`config.mk`:
```
export PLATFORM = sky130hd
export DESIGN_NAME = keyboard_packet_scancode_decoder_core
export DESIGN_NICKNAME = d
export VERILOG_FILES = /design/src/sv/kpsd_pkg.sv /design/src/sv/kpsd_framer.sv /design/src/sv/kpsd_keymap.sv /design/src/sv/keyboard_packet_scancode_decoder_core.sv
export VERILOG_INCLUDE_DIRS = /design/src /design/src/sv
export SDC_FILE = /design/constraint.sdc
export NUM_CORES = 1
export LEC_CHECK = 0
export BUFFER_PORTS_ARGS = -buffer_cell sky130_fd_sc_hd__buf_2
export CAP_MARGIN = 10
export CORE_UTILIZATION = 40
export CTS_CLUSTER_SIZE = 20
export DETAILED_ROUTE_END_ITERATION = 6
export SLEW_MARGIN = 10
export SYNTH_ARGS = -nofsm -noshare
export SYNTH_HDL_FRONTEND = slang
export SYNTH_SLANG_ARGS = --single-unit
```
`constraint.sdc`:
```
create_clock -name i_clk -period 3.9 [get_ports i_clk]
set_input_delay 0.195 -clock i_clk [delete_from_list [all_inputs] [get_ports i_clk]]
set_output_delay 0.195 -clock i_clk [all_outputs]
set_load 0.005 [all_outputs]
```
`src/sv/keyboard_packet_scancode_decoder_core_assert.svh`:
```
// Assertion macros for the scancode decoder
`ifndef KEYBOARD_PACKET_SCANCODE_DECODER_CORE_ASSERT_SVH
`define KEYBOARD_PACKET_SCANCODE_DECODER_CORE_ASSERT_SVH

`ifndef NO_ASSERTIONS
`define KPSD_ASSERT_IMP(label, clk, rst_n, lhs, rhs) \
    label: assert property (@(posedge clk) disable iff (!rst_n) (lhs) |-> (rhs)) \
        else $error("kpsd assertion failed");
`define KPSD_ASSERT_NXT(label, clk, rst_n, lhs, rhs) \
    label: assert property (@(posedge clk) disable iff (!rst_n) (lhs) |=> (rhs)) \
        else $error("kpsd assertion failed");
`else
`define KPSD_ASSERT_IMP(label, clk, rst_n, lhs, rhs)
`define KPSD_ASSERT_NXT(label, clk, rst_n, lhs, rhs)
`endif

`endif

```
`src/sv/kpsd_pkg.sv`:
```
package kpsd_pkg;

    localparam int unsigned SCANCODES = 128;
    localparam int unsigned KEY_W     = $clog2(SCANCODES);

    localparam logic [7:0] HDR_MIN     = 8'hF6;
    localparam logic [7:0] HDR_STATUS  = 8'hF6;
    localparam logic [7:0] HDR_CLOCK   = 8'hFC;

    localparam logic [KEY_W-1:0] SC_LSHIFT = 7'h2A;
    localparam logic [KEY_W-1:0] SC_RSHIFT = 7'h36;
    localparam logic [KEY_W-1:0] SC_CTRL   = 7'h1D;
    localparam logic [KEY_W-1:0] SC_ALT    = 7'h38;
    localparam logic [KEY_W-1:0] SC_CAPS   = 7'h3A;

    localparam logic       KIND_CHAR  = 1'b0;
    localparam logic       KIND_REPLY = 1'b1;

    typedef struct packed {
        logic key_evt;   // byte is a key press or release
        logic reply;     // status or clock reply finished with this byte
    } t_frame_ev;

    localparam logic [7:0] PLAIN_MAP [SCANCODES] = '{
        8'h00, 8'h1B, 8'h31, 8'h32, 8'h33, 8'h34, 8'h35, 8'h36,
        8'h37, 8'h38, 8'h39, 8'h30, 8'h2D, 8'h3D, 8'h08, 8'h09,
        8'h71, 8'h77, 8'h65, 8'h72, 8'h74, 8'h79, 8'h75, 8'h69,
        8'h6F, 8'h70, 8'h5B, 8'h5D, 8'h0D, 8'h00, 8'h61, 8'h73,
        8'h64, 8'h66, 8'h67, 8'h68, 8'h6A, 8'h6B, 8'h6C, 8'h3B,
        8'h27, 8'h60, 8'h00, 8'h5C, 8'h7A, 8'h78, 8'h63, 8'h76,
        8'h62, 8'h6E, 8'h6D, 8'h2C, 8'h2E, 8'h2F, 8'h00, 8'h00,
        8'h00, 8'h20, 8'h88, 8'h90, 8'h91, 8'h92, 8'h93, 8'h94,
        8'h95, 8'h96, 8'h97, 8'h98, 8'h99, 8'h00, 8'h00, 8'h84,
        8'h80, 8'h00, 8'h2D, 8'h82, 8'h00, 8'h83, 8'h2B, 8'h00,
        8'h81, 8'h00, 8'h85, 8'h7F, 8'h00, 8'h00, 8'h00, 8'h00,
        8'h00, 8'h00, 8'h00, 8'h00, 8'h00, 8'h00, 8'h00, 8'h00,
        8'h00, 8'h86, 8'h87, 8'h28, 8'h2F, 8'h2A, 8'h29, 8'h37,
        8'h38, 8'h39, 8'h34, 8'h35, 8'h36, 8'h31, 8'h32, 8'h33,
        8'h30, 8'h2E, 8'h0D, 8'h00, 8'h00, 8'h00, 8'h00, 8'h00,
        8'h00, 8'h00, 8'h00, 8'h00, 8'h00, 8'h00, 8'h00, 8'h00
    };

    localparam logic [7:0] SHIFT_MAP [SCANCODES] = '{
        8'h00, 8'h1B, 8'h21, 8'h40, 8'h23, 8'h24, 8'h25, 8'h5E,
        8'h26, 8'h2A, 8'h28, 8'h29, 8'h5F, 8'h2B, 8'h08, 8'h09,
        8'h51, 8'h57, 8'h45, 8'h52, 8'h54, 8'h59, 8'h55, 8'h49,
        8'h4F, 8'h50, 8'h7B, 8'h7D, 8'h0D, 8'h00, 8'h41, 8'h53,
        8'h44, 8'h46, 8'h47, 8'h48, 8'h4A, 8'h4B, 8'h4C, 8'h3A,
        8'h22, 8'h7E, 8'h00, 8'h7C, 8'h5A, 8'h58, 8'h43, 8'h56,
        8'h42, 8'h4E, 8'h4D, 8'h3C, 8'h3E, 8'h3F, 8'h00, 8'h00,
        8'h00, 8'h20, 8'h88, 8'h90, 8'h91, 8'h92, 8'h93, 8'h94,
        8'h95, 8'h96, 8'h97, 8'h98, 8'h99, 8'h00, 8'h00, 8'h84,
        8'h80, 8'h00, 8'h2D, 8'h82, 8'h00, 8'h83, 8'h2B, 8'h00,
        8'h81, 8'h00, 8'h85, 8'h7F, 8'h00, 8'h00, 8'h00, 8'h00,
        8'h00, 8'h00, 8'h00, 8'h00, 8'h00, 8'h00, 8'h00, 8'h00,
        8'h00, 8'h86, 8'h87, 8'h28, 8'h2F, 8'h2A, 8'h29, 8'h37,
        8'h38, 8'h39, 8'h34, 8'h35, 8'h36, 8'h31, 8'h32, 8'h33,
        8'h30, 8'h2E, 8'h0D, 8'h00, 8'h00, 8'h00, 8'h00, 8'h00,
        8'h00, 8'h00, 8'h00, 8'h00, 8'h00, 8'h00, 8'h00, 8'h00
    };

    // total packet length, header included
    function automatic logic [3:0] pkt_len(input logic [3:0] idx);
        logic [3:0] len;
        case (idx)
            4'd0:    len = 4'd8;
            4'd1:    len = 4'd6;
            4'd6:    len = 4'd7;
            4'd7:    len = 4'd3;
            4'd8:    len = 4'd2;
            4'd9:    len = 4'd2;
            default: len = 4'd3;
        endcase
        return len;
    endfunction

    function automatic logic is_mod(input logic [KEY_W-1:0] k);
        return (k == SC_LSHIFT) || (k == SC_RSHIFT) || (k == SC_CTRL) ||
               (k == SC_ALT) || (k == SC_CAPS);
    endfunction

endpackage

```
`src/sv/kpsd_framer.sv`:
```
module kpsd_framer import kpsd_pkg::*; (
    input  logic       i_clk,
    input  logic       i_rst_n,
    input  logic       i_adv,
    input  logic [7:0] i_byte,
    output t_frame_ev  o_ev
);

    logic [7:0] r_hdr, n_hdr;
    logic [3:0] r_taken, n_taken;
    logic [3:0] r_len, n_len;
    logic [3:0] w_inc;

    assign w_inc = r_taken + 4'd1;

    always_comb begin
        n_hdr      = r_hdr;
        n_taken    = r_taken;
        n_len      = r_len;
        o_ev       = '0;
        if (r_taken == 4'd0) begin
            if (i_byte < HDR_MIN) begin
                o_ev.key_evt = 1'b1;
            end else begin
                n_hdr   = i_byte;
                n_len   = pkt_len(i_byte[3:0] - HDR_MIN[3:0]);
                n_taken = 4'd1;
            end
        end else if (w_inc < r_len) begin
            n_taken = w_inc;
        end else begin
            n_taken  = 4'd0;
            n_len    = 4'd1;
            o_ev.reply = (r_hdr == HDR_STATUS) || (r_hdr == HDR_CLOCK);
        end
    end

    always_ff @(posedge i_clk) begin
        if (!i_rst_n) begin
            r_hdr   <= '0;
            r_taken <= '0;
            r_len   <= 4'd1;
        end else if (i_adv) begin
            r_hdr   <= n_hdr;
            r_taken <= n_taken;
            r_len   <= n_len;
        end
    end

endmodule

```
`src/sv/kpsd_keymap.sv`:
```
module kpsd_keymap import kpsd_pkg::*; (
    input  logic       i_clk,
    input  logic       i_rst_n,
    input  logic       i_adv,
    input  logic       i_key_evt,
    input  logic [7:0] i_byte,
    output logic       o_emit,
    output logic [7:0] o_char
);

    logic [SCANCODES-1:0] r_map, n_map;
    logic [KEY_W-1:0]     r_last, n_last;
    logic signed [7:0]    r_cnt, n_cnt;
    logic                 r_caps, n_caps;
    logic [KEY_W-1:0]     w_k;
    logic                 w_rel;
    logic                 w_mod;
    logic [7:0]           w_ch;

    assign w_k   = i_byte[KEY_W-1:0];
    assign w_rel = i_byte[7];
    assign w_mod = is_mod(w_k);

    always_comb begin
        n_map  = r_map;
        n_last = r_last;
        n_cnt  = r_cnt;
        n_caps = r_caps;
        o_emit = 1'b0;
        if (w_rel) begin
            n_map[w_k] = 1'b0;
            if (!w_mod && r_cnt != -8'sd128) n_cnt = r_cnt - 8'sd1;
            if (w_k == r_last) n_last = '0;
        end else begin
            n_map[w_k] = 1'b1;
            n_last     = w_k;
            if (!w_mod && r_cnt != 8'sd127) n_cnt = r_cnt + 8'sd1;
            if (w_k == SC_CAPS) begin
                n_caps = ~r_caps;
            end else begin
                o_emit = (n_cnt == 8'sd1 || n_cnt == 8'sd2) && (w_k != '0);
            end
        end
    end

    // lookup sees the map with this press already set
    always_comb begin
        if (n_map[SC_LSHIFT] || n_map[SC_RSHIFT]) w_ch = SHIFT_MAP[w_k];
        else                                      w_ch = PLAIN_MAP[w_k];
        if (r_caps && w_ch >= 8'h61 && w_ch <= 8'h7A) w_ch = w_ch - 8'd32;
        if (n_map[SC_CTRL]) w_ch = w_ch & 8'd31;
    end

    assign o_char = w_ch;

    always_ff @(posedge i_clk) begin
        if (!i_rst_n) begin
            r_map  <= '0;
            r_last <= '0;
            r_cnt  <= '0;
            r_caps <= 1'b0;
        end else if (i_adv && i_key_evt) begin
            r_map  <= n_map;
            r_last <= n_last;
            r_cnt  <= n_cnt;
            r_caps <= n_caps;
        end
    end

endmodule

```
`src/sv/keyboard_packet_scancode_decoder_core.sv`:
```
// Decodes the byte stream of a keyboard controller link. Packet headers
// (0xF6 and up) are framed and their bodies dropped; a finished status or
// clock reply gives a tuser=1 item with zero data. Other bytes are key
// presses/releases; a press with one or two ordinary keys held gives a
// tuser=0 item carrying the character. One byte per cycle is taken when not
// stalled; each byte passes the input register, then the result register,
// and the input stalls only while a result waits in the output register.
`include "keyboard_packet_scancode_decoder_core_assert.svh"
module keyboard_packet_scancode_decoder_core import kpsd_pkg::*; (
    input  logic       i_clk,
    input  logic       i_rst_n,
    input  logic       s_axis_tvalid,
    output logic       s_axis_tready,
    input  logic [7:0] s_axis_tdata,   // [7:0] rx_byte
    output logic       m_axis_tvalid,
    input  logic       m_axis_tready,
    output logic [7:0] m_axis_tdata,   // [7:0] char_code
    output logic       m_axis_tuser    // [0] event_kind
);

    logic       r_in_vld;
    logic [7:0] r_in;
    logic       r_out_vld;
    logic [7:0] r_out_ch;
    logic       r_out_kind;
    logic       w_adv;
    t_frame_ev  w_ev;
    logic       w_emit;
    logic [7:0] w_ch;

    assign w_adv         = r_in_vld && (!r_out_vld || m_axis_tready);
    assign s_axis_tready = !r_in_vld || w_adv;

    kpsd_framer u_framer (
        .i_clk   (i_clk),
        .i_rst_n (i_rst_n),
        .i_adv   (w_adv),
        .i_byte  (r_in),
        .o_ev    (w_ev)
    );

    kpsd_keymap u_keymap (
        .i_clk     (i_clk),
        .i_rst_n   (i_rst_n),
        .i_adv     (w_adv),
        .i_key_evt (w_ev.key_evt),
        .i_byte    (r_in),
        .o_emit    (w_emit),
        .o_char    (w_ch)
    );

    always_ff @(posedge i_clk) begin
        if (!i_rst_n) begin
            r_in_vld <= 1'b0;
        end else if (s_axis_tready) begin
            r_in_vld <= s_axis_tvalid;
        end
    end

    always_ff @(posedge i_clk) begin
        if (s_axis_tready && s_axis_tvalid) r_in <= s_axis_tdata;
    end

    always_ff @(posedge i_clk) begin
        if (!i_rst_n) begin
            r_out_vld <= 1'b0;
        end else if (w_adv && (w_ev.reply || (w_ev.key_evt && w_emit))) begin
            r_out_vld <= 1'b1;
        end else if (m_axis_tready) begin
            r_out_vld <= 1'b0;
        end
    end

    always_ff @(posedge i_clk) begin
        if (w_adv && w_ev.reply) begin
            r_out_kind <= KIND_REPLY;
            r_out_ch   <= '0;
        end else if (w_adv && w_ev.key_evt && w_emit) begin
            r_out_kind <= KIND_CHAR;
            r_out_ch   <= w_ch;
        end
    end

    assign m_axis_tvalid = r_out_vld;
    assign m_axis_tdata  = r_out_ch;
    assign m_axis_tuser  = r_out_kind;

    `KPSD_ASSERT_IMP(a_reply_zero, i_clk, i_rst_n, r_out_vld && r_out_kind == KIND_REPLY, r_out_ch == 8'd0)
    `KPSD_ASSERT_IMP(a_ready_when_free, i_clk, i_rst_n, !r_out_vld, s_axis_tready)
    `KPSD_ASSERT_IMP(a_ev_exclusive, i_clk, i_rst_n, r_in_vld, !(w_ev.key_evt && w_ev.reply))

endmodule
```
# After elaboration in Yosys (flattened, before gate mapping)
# Memory sizes are Yosys's and may differ from the RTL's.
# Index checks and enable logic that the tools add are counted.
[op_classes]
order_cmp = 7
addsub = 5
n_reduce_logical = 36
n_mux = 29
bitwise_logic = 7
n_eq_ne = 18
[ops]
columns = ["op", "count"]
rows = [
  ["$and 128x128->128", 1],
  ["$mux 128", 1],
  ["$not 128->128", 1],
  ["$or 128x128->128", 1],
  ["$mux 8", 11],
  ["$eq 7x6->1 const B", 4],
  ["$mux 4", 6],
  ["$eq 8x8->1 const B", 2],
  ["$ne 8x8->1 const B", 2],
  ["$pmux 4 s4", 1],
  ["$logic_and 1x1->1", 13],
  ["$logic_or 1x1->1", 10],
  ["$mux 1", 9],
  ["$reduce_and 3->1", 3],
  ["$add 8x2->8 const B", 1],
  ["$eq 4x4->1 const B", 2],
  ["$eq 8x2->1 const B", 1],
  ["$eq 8x3->1 const B", 1],
  ["$ge 8x7->1 const B", 1],
  ["$ge 8x8->1 const B", 1],
  ["$le 8x7->1 const B", 1],
  ["$logic_not 4->1", 2],
  ["$lt 7x8->1 const B", 1],
  ["$lt 8x8->1 const B", 1],
  ["other kinds (19)", 25],
]
[word_totals]
mem_bits_ro = 2048
output_inout_bits = 11
inputBits = 12
n_memories = 2
regBits = 172
wordCells = 115
[memory_table]
columns = ["name", "depth", "word_bits", "rd", "rd_clocked_by_memory_dff", "wr", "line", "source"]
rows = [
  ["(no name shown)", 128, 8, 1, 0, 0, "kpsd_keymap.sv:48", "if (n_map[SC_LSHIFT] || n_map[SC_RSHIFT]) w_ch = SHIFT_MAP[w_k];"],
  ["(no name shown)", 128, 8, 1, 0, 0, "kpsd_keymap.sv:49", "else w_ch = PLAIN_MAP[w_k];"],
]

# Depth between registers and ports, before layout
# Gate-level depths: netlist (run 1).
[depth]
word_depth = 18
ltp_mapped = 13
depth_no_buf = 12

# Hierarchy
# A second synthesis (run 1) with hierarchy kept.
[hier_totals]
hier_cells = 547
area_unflattened_um2 = 4305.4
[modules_own_cells]
columns = ["module", "seq_area_each_um2", "cells_per_inst", "area_each_um2", "n_inst"]
rows = [
  ["kpsd_keymap", 240.2, 405, 2755.1, 1],
  ["kpsd_framer", 320.3, 100, 900.9, 1],
  ["keyboard_packet_scancode_decoder_core", 460.4, 42, 649.4, 1],
]

# Worst setup path before layout (run 1)
# OpenSTA, ideal clock, no wires.
[synth_path]
path_type = "reg-to-reg"
startpoint = "reg r_in[0]"
endpoint = "reg r_out_ch[7] (netlist: m_axis_tdata[7])"
setup_time_ps = 117
path_buffers = 1
setup_slack_ps = 781
t_arrival_ps = 3003
synth_period_minus_slack_ps = 3119
required_time_ps = 3783
stages_incl_launch_ff = 13
cell_sequence = "edfxtp_1 -> buf_2 -> inv_1 -> ha_1 -> nor2b_1 -> a32o_1 -> o31a_1 -> a2111oi_0 -> a211o_1 -> nand4_1 -> o41ai_2 -> o31ai_1 -> a22o_1"
[synth_between]
elab_chain_len = 15
word_cells_on_any_way = 50
classes_between = "1 x add/sub; 5 x order compare; 7 x eq/ne; 16 x mux; 4 x bitwise; 15 x reduce/logical; 2 x memory"
[synth_lines]
columns = ["item", "line", "source"]
rows = [
  ["start, declared", "keyboard_packet_scancode_decoder_core.sv:22", "logic [7:0] r_in;"],
  ["start signal, assigned", "keyboard_packet_scancode_decoder_core.sv:61", "if (s_axis_tready && s_axis_tvalid) r_in <= s_axis_tdata;"],
  ["parallel branches: the longest is 15 deep, another holds $lt 7x8->1", "--", ""],
  ["end signal, assigned", "keyboard_packet_scancode_decoder_core.sv:80", "r_out_ch <= w_ch;"],
  ["end, declared", "keyboard_packet_scancode_decoder_core.sv:24", "logic [7:0] r_out_ch;"],
]
# Several ways; the timed one is not identified. The select of a mux whose other input is x is not followed.
# A chain may end at the register's enable or synchronous reset.

# Worst setup path after layout (run 1)
[layout_path]
startpoint = "reg r_in[1]"
endpoint = "reg r_out_ch[7] (netlist: m_axis_tdata[7])"
# Same word-level chain as after synthesis.

==> impl_metrics.py, run 1 <==
metrics = {
    "setup_path": {
        "timing.rr.end": "m_axis_tdata[7]",
        "crit_path_start_kind": "register",
        "ff2ff_setup_slack_ns": 0.58,
        "reg2regPathDepth": 11,
        "end_kind": "register",
        "critPathLaunch": "r_in[1]",
        "timing.rr.start": "r_in[1]",
        "cp.arrival_ns": 3.51,
        "required_ns": 4.10,
        "worstSetupEndpoint": "m_axis_tdata[7]",
        "crit_type": "register to register",
        "crit_path_max_fanout": 10,
    },
    "cells_and_area": {
        "fillerInstances": 1071,
        "nets": 599,
        "drive_gt1_frac": 0.124,
        "final_area_um2": 4680,
        "final_core_utilization": 0.450,
        "diodes": 0,
        "syn_to_final_growth_pct": 7.74,
    },
    "drt": {
        "drc": 0,
        "drt-vias-per-instance": 6.23,
        "drt_iter0_markers": 417,
        "ant_nets": 0,
        "firstDrtPassIters": 7,
        "routed_wl_um": 13500,
        "vias": 4358,
        "wire_per_inst_um": 19.2,
    },
    "placement": {
        "gp_congestion": 0.958,
        "portBuffers": 22,
        "hpwl_um": 10000,
        "place_ws_ns": 0.592,
        "dpl_cell_area_um2": 4600,
    },
    "cts": {
        "cts.reportedPaths.clkPinSlew_ns": 0.09,
        "cts_buffers": 5,
        "clk_path_buf_depth": 2,
        "ctsResizeCount": 0,
        "root_buffer": "clkbuf_8",
        "cts_num_sinks": 47,
        "cts-hold-fix-buffers": 0,
        "postCtsSetupRepairBufs": 0,
        "cts_tree": "yes",
        "clk_latency_ns": 0.30,
        "cts_max_level": 2,
    },
    "timing": {
        "worstMarginPinSlew_ns": 0.675,
        "period_share": 0.850,
        "fin_tns_setup_ns": 0,
        "setup_violations": 0,
        "finalHoldViolCount": 0,
        "finClkSkew_ns": 0.00877,
        "max_clock_freq_ghz": 0.301,
        "setup_ws_ns": 0.583,
        "grt_setup_unrepaired": "no",
        "period_needed_ns": 3.32,
        "slew_viol_final": 0,
        "timing.slew.headroom": 0.548,
    },
    "global_route": {
        "grt_pass1_vias": 4066,
        "grt_max_degree": 59,
        "grt_util_all_layers": 0.243,
        "grt-ovfl-total": 0,
        "grt_pass1_wl_um": 21600,
        "antenna_found_initial": 0,
    },
    "status": {
        "outcome": "completed",
    },
    "logic_synthesis": {
        "synth-edff-count": 8,
        "synth_cells": 557,
        "synth.yosys.seq_area_share": 0.235,
        "syn_nets": 592,
        "ys.flop_type": "dfxtp_1",
        "synth_area_um2": 4350,
        "synth.distinct_cells": 81,
        "synthArstFlopShare": 0,
        "synth_warnings": 0,
        "synth_area_per_cell_um2": 7.80,
        "synth_top_area_cell": "dfxtp_1",
        "yosysMostFrequentCell": "nand2_1",
        "ys_ff_latch": 47,
        "netlist.area_leader.share": 0.180,
        "synth.top_cells.by_count": "nand2_1, o21ai_0, dfxtp_1",
        "synthTopCellsByArea": "dfxtp_1, ha_1, edfxtp_1",
    },
    "floorplan": {
        "die_area_um2": 11300,
        "core_area_um2": 10400,
        "start_util": 0.417,
        "die_w_um": 106,
        "die_h_um": 106,
        "io-pin-count": 23,
        "rows": 37,
    },
    "power": {
        "switching_share": 0.352,
        "pwr-share-comb": 0.330,
        "p_leak_nw": 1.73,
        "p_int_uw": 855,
        "share_seq_of_total_power": 0.451,
        "powerDensity_nw_per_um2": 282,
        "switchingPower_uw": 464,
        "ir_drop_mv": 0.189,
        "clockPowerShare": 0.220,
    },
    "hold_path": {
        "holdPathStages": 1,
        "hold_class": "input port to register",
    },
    "run": {
        "cap_violations": 0,
    },
}
==> cell type report <==
class / instances / area (µm²) / area share
clock inverters: 2 / 13.8 / 0.00294
flip-flops and latches: 47 / 1020 / 0.218
well taps: 136 / 170 / 0.0363
inverters: 19 / 71.3 / 0.0152
clock buffers: 5 / 68.8 / 0.0147
multi-input cells: 450 / 3060 / 0.653
repair buffers: 41 / 278 / 0.0593
==> cell families after synthesis <==
group,count (synthesis),share of synthesized area
DFF,47,0.235
and+or+nand+nor,211,0.261
adders and majority gates,23,0.0662
xor gates and xnor gates,9,0.0181
buffers and inverters,60,0.0610
muxes,22,0.0576
AOI/OAI and AO/OA,185,0.301
==> through the flow <==
step | std cells | hold WS (ns) | total power, mW
final | 700 | 0.0709 | 1.32
after global routing | 700 | 0.0575 | 1.40
after CTS | 700 | 0.0641 | 1.33
after detailed placement | 693 | 0.376 | 1.03
after global placement | 693 | 0.374 | 1.04
after floorplan | 557 | 0.294 | 0.889
==> worst max-delay path, stage by stage (launching register included) <==
cell and delay (ns):
edfxtp_1 0.41, inv_1 0.30, ha_1 0.38, nor2b_1 0.21, a32o_1 0.33, o31a_1 0.30
a2111oi_0 0.35, a211o_1 0.19, nand4_1 0.12, o41ai_2 0.29, o31ai_1 0.11, a22o_1 0.21
==> routing by layer <==
| metal | track usage | wire [µm] |
|---|---|---|
| met5 | 0 | 0 |
| met4 | 0.0992 | 458 |
| met3 | 0.0337 | 839 |
| met2 | 0.398 | 6260 |
| met1 | 0.320 | 5900 |
==> worst min-delay path by stage <==
stage / startpoint / to
finish: s_axis_tdata[5] / r_in[5]
global route: s_axis_tdata[5] / r_in[5]
CTS: s_axis_tdata[5] / r_in[5]
detailed placement: s_axis_tdata[5] / r_in[5]
global placement: s_axis_tdata[3] / r_in[3]
floorplan: s_axis_tdata[0] / r_in[0]
==> cell usage in the layout (no fill, tap or decap), types with 9 or more instances in the layout <==
cell,synthesis,layout
a21oi_1,33,33
and2_1,12,12
buf_2,14,22
buf_4,4,17
dfxtp_1,39,39
ha_1,23,23
inv_1,18,18
mux2i_1,16,16
nand2_1,53,53
nand2b_1,14,14
nor2_1,38,38
nor2b_1,26,26
nor3_1,11,11
nor4_1,10,10
o211ai_1,9,9
o21ai_0,43,43
==> power by group through the flow <==
stage	combinational, mW	sequential, mW	clock (mW)
6_report	0.435	0.594	0.290
5_1_grt	0.476	0.605	0.319
4_1_cts	0.431	0.594	0.304
3_5_place_dp	0.430	0.604	0
3_3_place_gp	0.431	0.605	0
2_1_floorplan	0.294	0.595	0
==> registers in the layout, indices dropped and copies added, names as in the netlist <==
name and count:
r_in_vld 1, u_keymap.r_caps 1, u_framer.r_taken 4, u_framer.r_len 4, u_keymap.r_cnt 8, u_keymap.r_map 3, m_axis_tvalid 1, m_axis_tuser 1
m_axis_tdata 8, r_in 8, u_framer.r_hdr 8
Power figures use the tool's default switching activity.
==> run 2, diff against run 1 <==
- REMOVE_ABC_BUFFERS: unset -> 1
- SETUP_SLACK_MARGIN: unset -> 0.2
==> run 2 against run 1 <==
Effect of this change: core utilization decreased by 0.38 points; sequential cell count stayed put; largest power group unchanged; hold slack lost 0.010 ns.
==> impl_metrics.py, run 2 (synthesis gave the netlist of run 1 again) <==
metrics = {
    "setup_path": {
        "cp_slowest_cell": "nor4b_1",
        "crit_path_max_fanout": 12,
        "cp.arrival_ns": 3.75,
        "path_cells": "inv_1 > ha_1 > nand2b_1 > o21ai_0 > nor4b_1 > nor3b_1 > o31a_1 > o41ai_2 > o31ai_1 > a22o_1",
        "slowest_delay_ns": 0.59,
        "reg2regPathDepth": 10,
        "required_ns": 4.11,
        "crit_path_start_kind": "register",
        "crit_type": "register to register",
        "cp.depth": 10,
        "end_kind": "register",
        "path_delay_family": "compound AO/OA/AOI/OAI gates",
        "crit_buf_inv": 1,
    },
    "cells_and_area": {
        "stdcell_count": 698,
        "drive_gt1_frac": 0.121,
        "nets": 597,
        "syn_to_final_growth_pct": 6.82,
        "final_core_utilization": 0.446,
        "diodes": 0,
        "final_common_cell": "nand2_1",
        "final_cell_mix": "nand2_1, o21ai_0, dfxtp_1, nor2_1, a21oi_1",
        "final_area_um2": 4640,
    },
    "timing": {
        "period_needed_ns": 3.54,
        "timing.slew.headroom": 0.380,
        "finClkSkew_ns": 0.0106,
        "setup_ws_ns": 0.361,
        "max_clock_freq_ghz": 0.283,
        "grt_setup_unrepaired": "no",
        "slew_viol_final": 0,
        "worstMarginPinSlew_ns": 0.922,
        "finalHoldViolCount": 0,
        "whs_ns": 0.0606,
        "period_share": 0.908,
        "setup_violations": 0,
        "fin_tns_setup_ns": 0,
    },
    "drt": {
        "vias": 4329,
        "wire_per_inst_um": 19.4,
        "routed_wl_um": 13500,
        "ant_nets": 0,
        "firstDrtPassIters": 5,
        "drt-vias-per-instance": 6.20,
        "drc": 0,
        "drt_iter0_markers": 369,
    },
    "floorplan": {
        "io-pin-count": 23,
        "rows": 37,
        "die_area_um2": 11300,
        "die_w_um": 106,
        "start_util": 0.417,
        "die_h_um": 106,
        "core_area_um2": 10400,
    },
    "placement": {
        "gp_congestion": 0.954,
        "place_inst": 691,
        "portBuffers": 22,
        "place_ws_ns": 0.394,
        "dpl_cell_area_um2": 4560,
        "hpwl_um": 10000,
    },
    "cts": {
        "root_buffer": "clkbuf_8",
        "cts_buffers": 5,
        "clk_latency_ns": 0.31,
        "cts_tree": "yes",
        "cts.reportedPaths.clkPinSlew_ns": 0.10,
        "ctsResizeCount": 0,
        "cts_num_sinks": 47,
        "cts_max_level": 2,
        "clk_path_buf_depth": 2,
        "postCtsSetupRepairBufs": 0,
        "cts-hold-fix-buffers": 0,
    },
    "global_route": {
        "grt_pass1_wl_um": 21700,
        "grt-ovfl-total": 0,
        "grt_pass1_vias": 4046,
        "antenna_found_initial": 0,
        "grt_util_all_layers": 0.245,
        "grt_max_degree": 43,
    },
    "power": {
        "total_power_mw": 1.32,
        "p_leak_nw": 1.71,
        "powerDensity_nw_per_um2": 285,
        "ir_drop_mv": 0.168,
    },
    "hold_path": {
        "holdPathStages": 1,
        "hold_class": "input port to register",
    },
    "status": {
        "outcome": "completed",
    },
    "run": {
        "cap_violations": 0,
    },
}
-- run 2: cell types whose count changed in the layout (fill, tap and decap cells not counted), sizes merged --
cell / delta
buf: -2
-- run 2: final timing paths --
kind | startpoint | to | slack (ns)
max reg2reg | r_in[1] | m_axis_tdata[7] | 0.36
min reg2reg | m_axis_tuser | m_axis_tuser | 0.46
max | r_in[1] | m_axis_tdata[7] | 0.36
min | s_axis_tdata[7] | r_in[7] | 0.06
-- run 2: metal layers --
| metal | GRT usage | vias up | wire [µm] |
|---|---|---|---|
| li1 | - | 2077 | - |
| met1 | 0.314 | 1999 | 5660 |
| met2 | 0.394 | 202 | 6140 |
| met3 | 0.0349 | 51 | 1020 |
| met4 | 0.134 | 0 | 692 |
| met5 | 0 | - | 0 |
-- run 2: where the power goes --
group	internal [mW]	switching, mW	total [mW]
Sequential	0.549	0.0462	0.595
Clock	0.123	0.174	0.297
Combinational	0.178	0.255	0.433
Total	0.850	0.474	1.32
-- run 2: final cells by class --
cell class	instances	area, µm²
clock buffer	5	68.8
clock inverter	2	13.8
fill	1072	5770
inverter	19	71.3
multi-input combinational	450	3060
sequential	47	1020
tap	136	170
timing repair buffer	39	238
==> run 3, diff against run 2 <==
- ABC_AREA: unset -> 1
==> run 3 against run 2 <==
Effect of this change: global-route usage up 2.4 points; via count up 13%; cell count up 26%; wire length up 9.5%; core utilization up 0.054 points; critical path depth up 6; non-clock buffer count down 6; combinational power up 10%.
==> impl_metrics.py, run 3 <==
metrics = {
    "global_route": {
        "grt_pass1_vias": 4526,
        "antenna_found_initial": 0,
        "grt-ovfl-total": 0,
        "grt_most_used_layer": "met2",
        "grtUsageMet2": 0.430,
        "grt_max_degree": 36,
        "grt_util_all_layers": 0.269,
        "grt_pass1_wl_um": 23400,
        "use_met3": 0.0563,
        "use_met1": 0.363,
    },
    "cells_and_area": {
        "diodes": 0,
        "nets": 775,
        "final_common_cell": "nand2_1",
        "drive_gt1_frac": 0.0904,
        "fillerInstances": 1153,
        "final_cell_mix": "nand2_1, nand3_1, inv_1, nor2_1, a21oi_1",
        "syn_to_final_growth_pct": 7.25,
    },
    "timing": {
        "period_share": 0.823,
        "worstMarginPinSlew_ns": 0.644,
        "timing.slew.headroom": 0.566,
        "setup_ws_ns": 0.689,
        "finalHoldViolCount": 0,
        "grt_setup_unrepaired": "no",
        "slew_viol_final": 0,
        "setup_violations": 0,
        "period_needed_ns": 3.21,
        "max_clock_freq_ghz": 0.311,
        "fin_tns_setup_ns": 0,
        "finClkSkew_ns": 0.0116,
    },
    "power": {
        "ir_drop_mv": 0.194,
        "clockPowerShare": 0.233,
        "share_seq_of_total_power": 0.424,
        "switching_share": 0.392,
        "pwr-share-comb": 0.343,
        "p_leak_nw": 2.28,
        "p_int_uw": 849,
        "powerDensity_nw_per_um2": 302,
        "switchingPower_uw": 547,
    },
    "setup_path": {
        "reg2regPathDepth": 16,
        "crit_type": "register to register",
        "required_ns": 4.16,
        "cp.arrival_ns": 3.47,
        "end_kind": "register",
        "timing.rr.start": "r_in[1]",
        "ff2ff_setup_slack_ns": 0.69,
        "timing.rr.end": "m_axis_tdata[6]",
        "crit_path_max_fanout": 12,
        "crit_path_start_kind": "register",
    },
    "logic_synthesis": {
        "synth_area_um2": 4320,
        "synth-edff-count": 8,
        "synthArstFlopShare": 0,
        "synth.distinct_cells": 37,
        "netlist.area_leader.share": 0.200,
        "synth_area_per_cell_um2": 5.93,
        "synth_cells": 728,
        "ys.flop_type": "dfxtp_1",
        "ys_ff_latch": 47,
        "synth.yosys.seq_area_share": 0.237,
        "synth.top_cells.by_count": "nand2_1, nand3_1, inv_1, nor2_1, a21oi_1",
        "synth_warnings": 0,
        "yosysMostFrequentCell": "nand2_1",
        "synthTopCellsByArea": "nand2_1, dfxtp_1, nand3_1",
        "synth_top_area_cell": "nand2_1",
    },
    "cts": {
        "cts.reportedPaths.clkPinSlew_ns": 0.10,
        "cts_max_level": 2,
        "cts_tree": "yes",
        "cts_num_sinks": 47,
        "ctsResizeCount": 0,
        "clk_latency_ns": 0.32,
        "cts-hold-fix-buffers": 0,
        "root_buffer": "clkbuf_8",
        "cts_buffers": 5,
        "clk_path_buf_depth": 2,
        "postCtsSetupRepairBufs": 0,
    },
    "placement": {
        "hpwl_um": 11300,
        "portBuffers": 22,
        "gp_congestion": 0.992,
        "place_ws_ns": 0.665,
    },
    "floorplan": {
        "io-pin-count": 23,
        "rows": 37,
        "die_h_um": 106,
        "core_area_um2": 10400,
        "die_w_um": 106,
        "start_util": 0.416,
        "die_area_um2": 11200,
    },
    "hold_path": {
        "worst_hold_path.endpoint": "r_in[7]",
        "hold_class": "input port to register",
        "hold_start": "s_axis_tdata[7]",
        "holdPathStages": 1,
    },
    "status": {
        "outcome": "completed",
    },
    "drt": {
        "routed_wl_um": 14800,
        "wire_per_inst_um": 16.9,
        "ant_nets": 0,
        "firstDrtPassIters": 5,
        "vias": 4903,
        "drt_iter0_markers": 538,
        "drt-vias-per-instance": 5.59,
        "drc": 0,
    },
    "run": {
        "cap_violations": 0,
    },
}
run 3: power groups by stage:
| stage | combinational [mW] | clock, mW | sequential (mW) |
|---|---|---|---|
| floorplan | 0.295 | 0 | 0.612 |
| global placement | 0.475 | 0 | 0.602 |
| detailed placement | 0.469 | 0 | 0.603 |
| CTS | 0.471 | 0.337 | 0.592 |
| global route | 0.536 | 0.354 | 0.600 |
| finish | 0.478 | 0.325 | 0.592 |
run 3: critical path, stage by stage, from the launching register on:
cell      delay [ns]
edfxtp_1        0.60
inv_1           0.44
ha_1            0.43
nand2_2         0.18
nand2_1         0.11
nand3_1         0.11
nand2_1         0.09
nor2_2          0.06
nand3_1         0.11
nand2_1         0.08
nor2_1          0.11
nand3_1         0.09
nor2_2          0.17
nand4_4         0.19
nor2_4          0.15
nand3_1         0.10
a21oi_1         0.12
run 3: logic make-up after synthesis:
| group | Yosys count | share of synthesized area |
|---|---|---|
| AOI/OAI and AO/OA | 112 | 0.148 |
| xor gates and xnor gates | 11 | 0.0223 |
| adders and majority gates | 23 | 0.0667 |
| buffers and inverters | 109 | 0.105 |
| DFF | 47 | 0.237 |
| and+or+nand+nor | 426 | 0.422 |
run 3: worst max path at each step:
| stage | startpoint | end |
|---|---|---|
| after floorplan | r_in[3] | m_axis_tdata[7] |
| final | r_in[1] | m_axis_tdata[6] |
| after global placement | r_in[1] | m_axis_tdata[6] |
| after global routing | r_in[1] | m_axis_tdata[0] |
| after detailed placement | r_in[1] | m_axis_tdata[6] |
| after CTS | r_in[1] | m_axis_tdata[6] |
run 3: final cells by class:
cell class / count / area, µm² / area share
sequential: 47 / 1020 / 0.221
clock buffer: 5 / 68.8 / 0.0149
tap: 136 / 170 / 0.0368
timing repair buffer: 33 / 193 / 0.0416
multi-input combinational: 572 / 2840 / 0.614
inverter: 81 / 309 / 0.0668
clock inverter: 3 / 23.8 / 0.00514
run 3: metrics by stage:
stage / power (mW) / std cells / utilization / instance area, µm² / hold slack (ns)
after floorplan: 0.907 / 700 / - / 4170 / 0.264
final: 1.40 / 877 / 0.446 / 4630 / 0.0383
after global placement: 1.08 / 869 / 0.437 / 4540 / 0.373
after CTS: 1.40 / 877 / 0.446 / 4630 / 0.0267
after global routing: 1.49 / 877 / 0.446 / 4630 / 0.0177
after detailed placement: 1.07 / 869 / 0.437 / 4540 / 0.374
run 3: layer usage:
layer	vias to the layer above	routed length [µm]
li1	2396	-
met1	2248	6580
met2	232	6610
met3	27	1280
met4	0	321
met5	-	0
